`src/ascending_integer_sorter_assert.svh`:
```
// ----------------------------------------------------------------------------
// Assertion macros for the ascending integer sorter
// Shared property forms, clocked on clk and disabled while rst_n is low.
// ----------------------------------------------------------------------------
`ifndef ASCENDING_INTEGER_SORTER_ASSERT_SVH
`define ASCENDING_INTEGER_SORTER_ASSERT_SVH

// The consequent must hold in the same cycle as the antecedent.
`define AIS_ASSERT_SAME(label, ante, cons, msg) \
    label: assert property (@(posedge clk) disable iff (!rst_n) (ante) |-> (cons)) \
        else $error(msg);

// The consequent must hold in the cycle after the antecedent.
`define AIS_ASSERT_NEXT(label, ante, cons, msg) \
    label: assert property (@(posedge clk) disable iff (!rst_n) (ante) |=> (cons)) \
        else $error(msg);

`endif

```
`src/ais_pkg.sv`:
```
// ----------------------------------------------------------------------------
// Ascending integer sorter package
// Sizes, the element type, the controller states and the cell control group.
// ----------------------------------------------------------------------------
package ais_pkg;

    localparam int DEPTH   = 32;
    localparam int DATA_W  = 32;
    localparam int COUNT_W = $clog2(DEPTH + 1);

    typedef logic signed [DATA_W-1:0] data_t;
    typedef logic [COUNT_W-1:0]       count_t;

    typedef enum logic
    {
        ST_FILL,
        ST_DRAIN
    } state_t;

    typedef struct packed
    {
        logic load;
        logic shift;
    } cell_ctrl_t;

endpackage

```
`src/ais_cell.sv`:
```
// ----------------------------------------------------------------------------
// Sorter cell
// Holds one element; inserts in order while filling and shifts toward the
// head while draining.
// ----------------------------------------------------------------------------
module ais_cell
(
    input  logic               clk,
    input  ais_pkg::cell_ctrl_t ctrl,
    input  logic               occupied,
    input  ais_pkg::data_t     in_value,
    input  ais_pkg::data_t     left_value,
    input  logic               left_lt,
    input  ais_pkg::data_t     right_value,
    output ais_pkg::data_t     value,
    output logic               lt
);
    import ais_pkg::*;

    data_t value_reg;
    data_t value_next;

    // An empty cell behaves as if it held a value above every input.
    assign lt    = !occupied || (in_value < value_reg);
    assign value = value_reg;

    always_comb
    begin
        value_next = value_reg;
        if (ctrl.shift)
        begin
            value_next = right_value;
        end
        else if (ctrl.load && lt)
        begin
            // Either the new element lands here, or the left neighbor moves in.
            value_next = left_lt ? left_value : in_value;
        end
    end

    always_ff @(posedge clk)
    begin
        value_reg <= value_next;
    end

endmodule

```
`src/ascending_integer_sorter.sv`:
```
// ----------------------------------------------------------------------------
// Ascending integer sorter
// Collects a batch of signed words in a row of insertion cells and emits it
// in ascending order when the last beat of the batch arrives.
// ----------------------------------------------------------------------------
//
//  Channel | Handshake                | Payload
//  --------+--------------------------+-------------------------------------
//  input   | item_valid / item_stall  | value, last
//  result  | res_valid / res_stall    | sorted_value, final_res, dropped
//
// Each input beat is inserted on acceptance: every cell compares the new word
// with its own element and the row shifts right past the insertion point.
// After the last beat, the batch drains from the head cell at one beat per
// cycle whenever the output register is free to take a result.
// While draining, item_stall is high; a new batch may start loading as soon
// as the final result sits in the output register.
// Reset clears the element count, the overflow flag, the controller and the
// output valid; the cell contents are not reset.
// ----------------------------------------------------------------------------
module ascending_integer_sorter
(
    input  logic           clk,
    input  logic           rst_n,
    input  logic           item_valid,
    output logic           item_stall,
    input  ais_pkg::data_t value,
    input  logic           last,
    output logic           res_valid,
    input  logic           res_stall,
    output ais_pkg::data_t sorted_value,
    output logic           final_res,
    output logic           dropped
);
    import ais_pkg::*;

`include "ascending_integer_sorter_assert.svh"

    state_t     state_reg;
    state_t     state_next;
    count_t     count_reg;
    count_t     count_next;
    logic       drop_reg;
    logic       drop_next;
    logic       res_valid_reg;
    logic       res_valid_next;
    data_t      res_value_reg;
    data_t      res_value_next;
    logic       res_final_reg;
    logic       res_final_next;
    logic       res_drop_reg;
    logic       res_drop_next;

    logic       in_accept;
    logic       insert;
    logic       slot_free;
    logic       shift;
    cell_ctrl_t cell_ctrl;

    data_t      cell_value [DEPTH];
    logic       cell_lt    [DEPTH];
    logic       cell_occ   [DEPTH];

    // ------------------------------------------------------------------
    // Cell row. Cell 0 is the head and always holds the smallest element.
    // ------------------------------------------------------------------
    assign cell_ctrl.load  = insert;
    assign cell_ctrl.shift = shift;

    genvar gi;
    generate
        for (gi = 0; gi < DEPTH; gi++)
        begin : g_cell
            data_t left_v;
            logic  left_l;
            data_t right_v;

            assign cell_occ[gi] = (COUNT_W'(gi) < count_reg);

            if (gi == 0)
            begin : g_head
                assign left_v = value;
                assign left_l = 1'b0;
            end
            else
            begin : g_body
                assign left_v = cell_value[gi-1];
                assign left_l = cell_lt[gi-1];
            end

            if (gi == DEPTH - 1)
            begin : g_tail
                assign right_v = cell_value[gi];
            end
            else
            begin : g_inner
                assign right_v = cell_value[gi+1];
            end

            ais_cell u_cell
            (
                .clk         (clk),
                .ctrl        (cell_ctrl),
                .occupied    (cell_occ[gi]),
                .in_value    (value),
                .left_value  (left_v),
                .left_lt     (left_l),
                .right_value (right_v),
                .value       (cell_value[gi]),
                .lt          (cell_lt[gi])
            );
        end
    endgenerate

    // ------------------------------------------------------------------
    // Controller outputs.
    // ------------------------------------------------------------------
    assign slot_free = !res_valid_reg || !res_stall;
    assign in_accept = item_valid && !item_stall;
    assign insert    = in_accept && (count_reg < COUNT_W'(DEPTH));

    always_comb
    begin
        item_stall = 1'b0;
        shift      = 1'b0;
        case (state_reg)
            ST_FILL:
            begin
                item_stall = 1'b0;
                shift      = 1'b0;
            end
            ST_DRAIN:
            begin
                item_stall = 1'b1;
                shift      = slot_free;
            end
            default:
            begin
                item_stall = 1'b1;
                shift      = 1'b0;
            end
        endcase
    end

    // ------------------------------------------------------------------
    // Controller next state.
    // ------------------------------------------------------------------
    always_comb
    begin
        state_next = state_reg;
        case (state_reg)
            ST_FILL:
            begin
                if (in_accept && last)
                begin
                    state_next = ST_DRAIN;
                end
            end
            ST_DRAIN:
            begin
                if (shift && (count_reg == COUNT_W'(1)))
                begin
                    state_next = ST_FILL;
                end
            end
            default:
            begin
                state_next = ST_FILL;
            end
        endcase
    end

    // ------------------------------------------------------------------
    // Element count, overflow flag and the output register. The count
    // doubles as the number of results still to drain.
    // ------------------------------------------------------------------
    always_comb
    begin
        count_next     = count_reg;
        drop_next      = drop_reg;
        res_valid_next = res_valid_reg;
        res_value_next = res_value_reg;
        res_final_next = res_final_reg;
        res_drop_next  = res_drop_reg;

        if (insert)
        begin
            count_next = count_reg + COUNT_W'(1);
        end
        else if (in_accept)
        begin
            // The store is full: the beat is lost, but a last beat still closes.
            drop_next = 1'b1;
        end

        if (res_valid_reg && !res_stall)
        begin
            res_valid_next = 1'b0;
        end

        if (shift)
        begin
            res_valid_next = 1'b1;
            res_value_next = cell_value[0];
            res_final_next = (count_reg == COUNT_W'(1));
            res_drop_next  = drop_reg;
            count_next     = count_reg - COUNT_W'(1);
            if (count_reg == COUNT_W'(1))
            begin
                drop_next = 1'b0;
            end
        end
    end

    always_ff @(posedge clk or negedge rst_n)
    begin
        if (!rst_n)
        begin
            state_reg     <= ST_FILL;
            count_reg     <= '0;
            drop_reg      <= 1'b0;
            res_valid_reg <= 1'b0;
        end
        else
        begin
            state_reg     <= state_next;
            count_reg     <= count_next;
            drop_reg      <= drop_next;
            res_valid_reg <= res_valid_next;
        end
    end

    always_ff @(posedge clk)
    begin
        res_value_reg <= res_value_next;
        res_final_reg <= res_final_next;
        res_drop_reg  <= res_drop_next;
    end

    assign res_valid    = res_valid_reg;
    assign sorted_value = res_value_reg;
    assign final_res    = res_final_reg;
    assign dropped      = res_drop_reg;

    // ------------------------------------------------------------------
    // Checks.
    // ------------------------------------------------------------------
    `AIS_ASSERT_SAME(a_count_bound, 1'b1, count_reg <= COUNT_W'(DEPTH), "count above depth")
    `AIS_ASSERT_SAME(a_drain_nonempty, state_reg == ST_DRAIN, count_reg != '0, "drain with no elements")
    `AIS_ASSERT_SAME(a_head_sorted, shift && (count_reg > COUNT_W'(1)), !(cell_value[1] < cell_value[0]), "head not smallest")
    `AIS_ASSERT_NEXT(a_batch_closed, shift && (count_reg == COUNT_W'(1)), (state_reg == ST_FILL) && !drop_reg && res_final_reg, "batch not closed after final")

endmodule
```
`config.mk`:
```
export PLATFORM = sky130hd
export DESIGN_NAME = ascending_integer_sorter
export DESIGN_NICKNAME = d
export VERILOG_FILES = /design/src/ais_pkg.sv /design/src/ais_cell.sv /design/src/ascending_integer_sorter.sv
export VERILOG_INCLUDE_DIRS = /design/src /design/src/src
export SDC_FILE = /design/constraint.sdc
export NUM_CORES = 2
export LEC_CHECK = 0
export ABC_AREA = 1
export CAP_MARGIN = 20
export CORE_MARGIN = 5
export CORE_UTILIZATION = 25
export DETAILED_ROUTE_END_ITERATION = 12
export DONT_BUFFER_PORTS = 1
export PLACE_DENSITY_LB_ADDON = 0.05
export SLEW_MARGIN = 20
export SYNTH_ARGS = -nofsm -noshare
export SYNTH_HDL_FRONTEND = slang
export SYNTH_SLANG_ARGS = --single-unit
```
`constraint.sdc`:
```
create_clock -name clk -period 9.87 [get_ports clk]
set_input_delay 0.4935 -clock clk [delete_from_list [all_inputs] [get_ports clk]]
set_output_delay 0.4935 -clock clk [all_outputs]
set_load 0.01 [all_outputs]
```
==> flow_summary.ini <==
[pwr]
p_int_mw = 17.8
powerDensity_nw_per_um2 = 389
pwr-share-seq = 0.293
sw_frac_of_total = 0.507
p_leak_nw = 45.0
clkPwrFrac = 0.149
p_comb_frac = 0.558
p_sw_mw = 18.4
vdd_drop_max_uv = 172

[timing]
fmax_mhz = 218
min_period_over_period = 0.466
finalHoldViolCount = 0
tns_ns = 0
rsz0062_at_grt = false
fin_crit_ns = 4.60
tightest_slew_ns = 1.14
final.setup_skew_ns = 0.0487
slew_violations = 0
setup_viol = 0
slew_headroom = 0.240

[route]
detailroute.via_count = 78400
vias_per_cell = 5.11
firstDrtPassIters = 8
drt_iter0_markers = 6711
drc_errors = 0
detail-route-antenna-nets = 0
wl_per_cell_um = 25.7
wirelength_mm = 394

[layout]
nets = 11800
layout_commonest_cell = nand2_1
largest_reg_flops = 1024
layoutNonFillerInstCount = 15300
syn2layout_area_growth_pct = 10.5
drive_gt1_frac = 0.0443
mostFrequentLayoutCells = nand2_1, inv_1, nand3_1

[clock_tree]
h-tree-depth = 4
cts.sinks = 1067
cts_resized = 0
cts_buffer_depth = 4
post-cts-setup-buffers = 0
cts_tree = built
clockRootBuffer = clkbuf_16
clk_pin_slew_ns = 0.06
worstSkewPairLatency_ns = 0.86
numCtsBuffers = 157

[yosys]
ys_warn_count = 0
syn-cell-area_um2 = 84100
postSynth.asyncResetShare = 0.00843
synth_cell_types = 39
synth-seq-cells = 1067
ys_seq_area_frac = 0.380
syn_inst = 11200
synth_edf_count = 1058
synth_ff_type = edfxtp_1
avgSynthCellArea_um2 = 7.53
synth_fp_nets = 12200

[floorplanning]
core_area_um2 = 336000
ios = 73
chipHeight_um = 590
rows = 213
die_area_um2 = 348000
initial_core_util = 0.250
die-width_um = 590

[grt]
antenna_found_initial = 42
grt.total_usage = 0.219
grt_pass1_wl_mm = 567
grt_pass1_vias = 79000
gr-total-overflow = 0
grt_max_degree = 172

[worst_setup_path]
cp_data_arrival_time_ns = 5.05
critical_path_class = primary input to flop
worstSetupEndpointType = flop
crit_path_start_kind = primary input
required_ns = 10.32
critical_path_peak_fanout = 33
r2r_slack_ns = 5.40

[status]
outcome = finished clean

[placed_design]
numPortBuffers = 0
dp_hpwl_mm = 259
dp.cells = 15000
gp_congestion = 0.816

[run]
maxCapViolations = 0

[worst_hold_path]
hold_class = primary input to flop
cell type report:
class                      count  area (µm²)
tap                         4407        5510
timing repair buffer         194        1720
clock buffer                 205        4270
multi-input combinational   8066       44200
fill                       36700      243000
sequential                  1067       32000
inverter                    1339        5040
antenna                        2        5.00
clock inverter                57         274
critical path, stage by stage:
cell and delay, ns:
dlygate4sd3_1 0.68, inv_4 0.25, buf_4 0.45, nand2_1 0.12
nand2_1 0.08, nand2_1 0.06, nand2_1 0.06, nand2_1 0.05
nand2_1 0.05, nand2_1 0.09, nand2_1 0.08, nand2_1 0.08
nand2_1 0.10, nand3_2 0.70, nand3_2 0.97, nand2_1 0.10
nand2_1 0.09, buf_4 0.46
power by group through the flow:
stage	clock [mW]	sequential, mW	combinational (mW)
after floorplan	0	9.76	14.3
final	5.39	10.6	20.2
after CTS	5.60	10.7	20.3
after global routing	5.76	10.8	23.0
after global placement	0	10.7	19.9
after detailed placement	0	10.7	20.1
Yosys cell counts, types with 2 or more instances:
master	count	area (µm²)
xor2_1	3	26.3
clkinv_1	2	7.51
buf_6	3	33.8
nand2_2	13	81.3
a211oi_1	2	15.0
nand3_1	1093	5470
nor3_1	83	415
buf_1	62	233
nor2_1	232	871
a21boi_0	9	67.6
clkbuf_1	382	1430
dfrtp_1	9	225
nor2_2	3	18.8
nand3b_1	4	30.0
and3_1	5	31.3
a21oi_2	3	26.3
ha_1	964	12100
inv_2	9	33.8
nor3b_1	3	22.5
edfxtp_1	1058	31800
buf_4	42	315
or2_2	9	56.3
o21ai_1	5	25.0
a21oi_1	439	2200
nand4_1	1012	6330
o21bai_1	4	30.0
buf_2	211	1060
nand3_2	36	360
o21ai_2	2	17.5
inv_1	1328	4980
nand2_1	3937	14800
o21ai_0	180	901
o21a_1	17	128
a31oi_1	3	18.8
cell families after synthesis:
family	count (synthesis)	share of synthesized area
fa+ha+maj	964	0.143
flops	1067	0.380
buf+inv	2039	0.0963
simple gates	6430	0.338
xor+xnor	3	0.000312
compound gates	669	0.0412
metal layers:
layer / vias up / routed length [µm] / GRT usage
li1: 37000 / - / -
met1: 38800 / 175000 / 0.292
met2: 2124 / 190000 / 0.377
met3: 469 / 18700 / 0.0243
met4: 0 / 10300 / 0.0518
met5: - / 0 / 0
repair_timing:
item,in CTS,in global routing
endpoints found under the setup margin,0,0
hold buffers,36,0
hold endpoints to repair,78,0
metrics by stage:
step	worst slack (ns)	util	area [µm²]	hold slack, ns	total power [mW]
5_1_grt	4.99	0.277	93000	0.0592	39.6
3_5_place_dp	5.04	0.262	88000	0.198	30.9
6_report	5.27	0.277	93000	0.134	36.2
4_1_cts	5.20	0.277	93000	0.0285	36.5
3_3_place_gp	4.62	0.262	88000	0.198	30.6
2_1_floorplan	6.14	-	84100	0.198	24.1
path summary, 6_finish.rpt:
kind	start	endpoint	cells past startpoint
setup / recovery	value[0]	g_cell[12].u_cell.value[6]$_DFFE_PP_	18
hold / removal	value[8]	g_cell[0].u_cell.value[8]$_DFFE_PP_	3
setup reg to reg	count_reg[2]$_DFFE_PN0P_	g_cell[20].u_cell.value[26]$_DFFE_PP_	8
hold reg to reg	g_cell[0].u_cell.value[24]$_DFFE_PP_	sorted_value[24]$_DFFE_PP_	0
max in group asynchronous	rst_n	count_reg[4]$_DFFE_PN0P_	1
min in group asynchronous	rst_n	count_reg[0]$_DFFE_PN0P_	1
No activity file was read; power rests on OpenSTA's default activity.
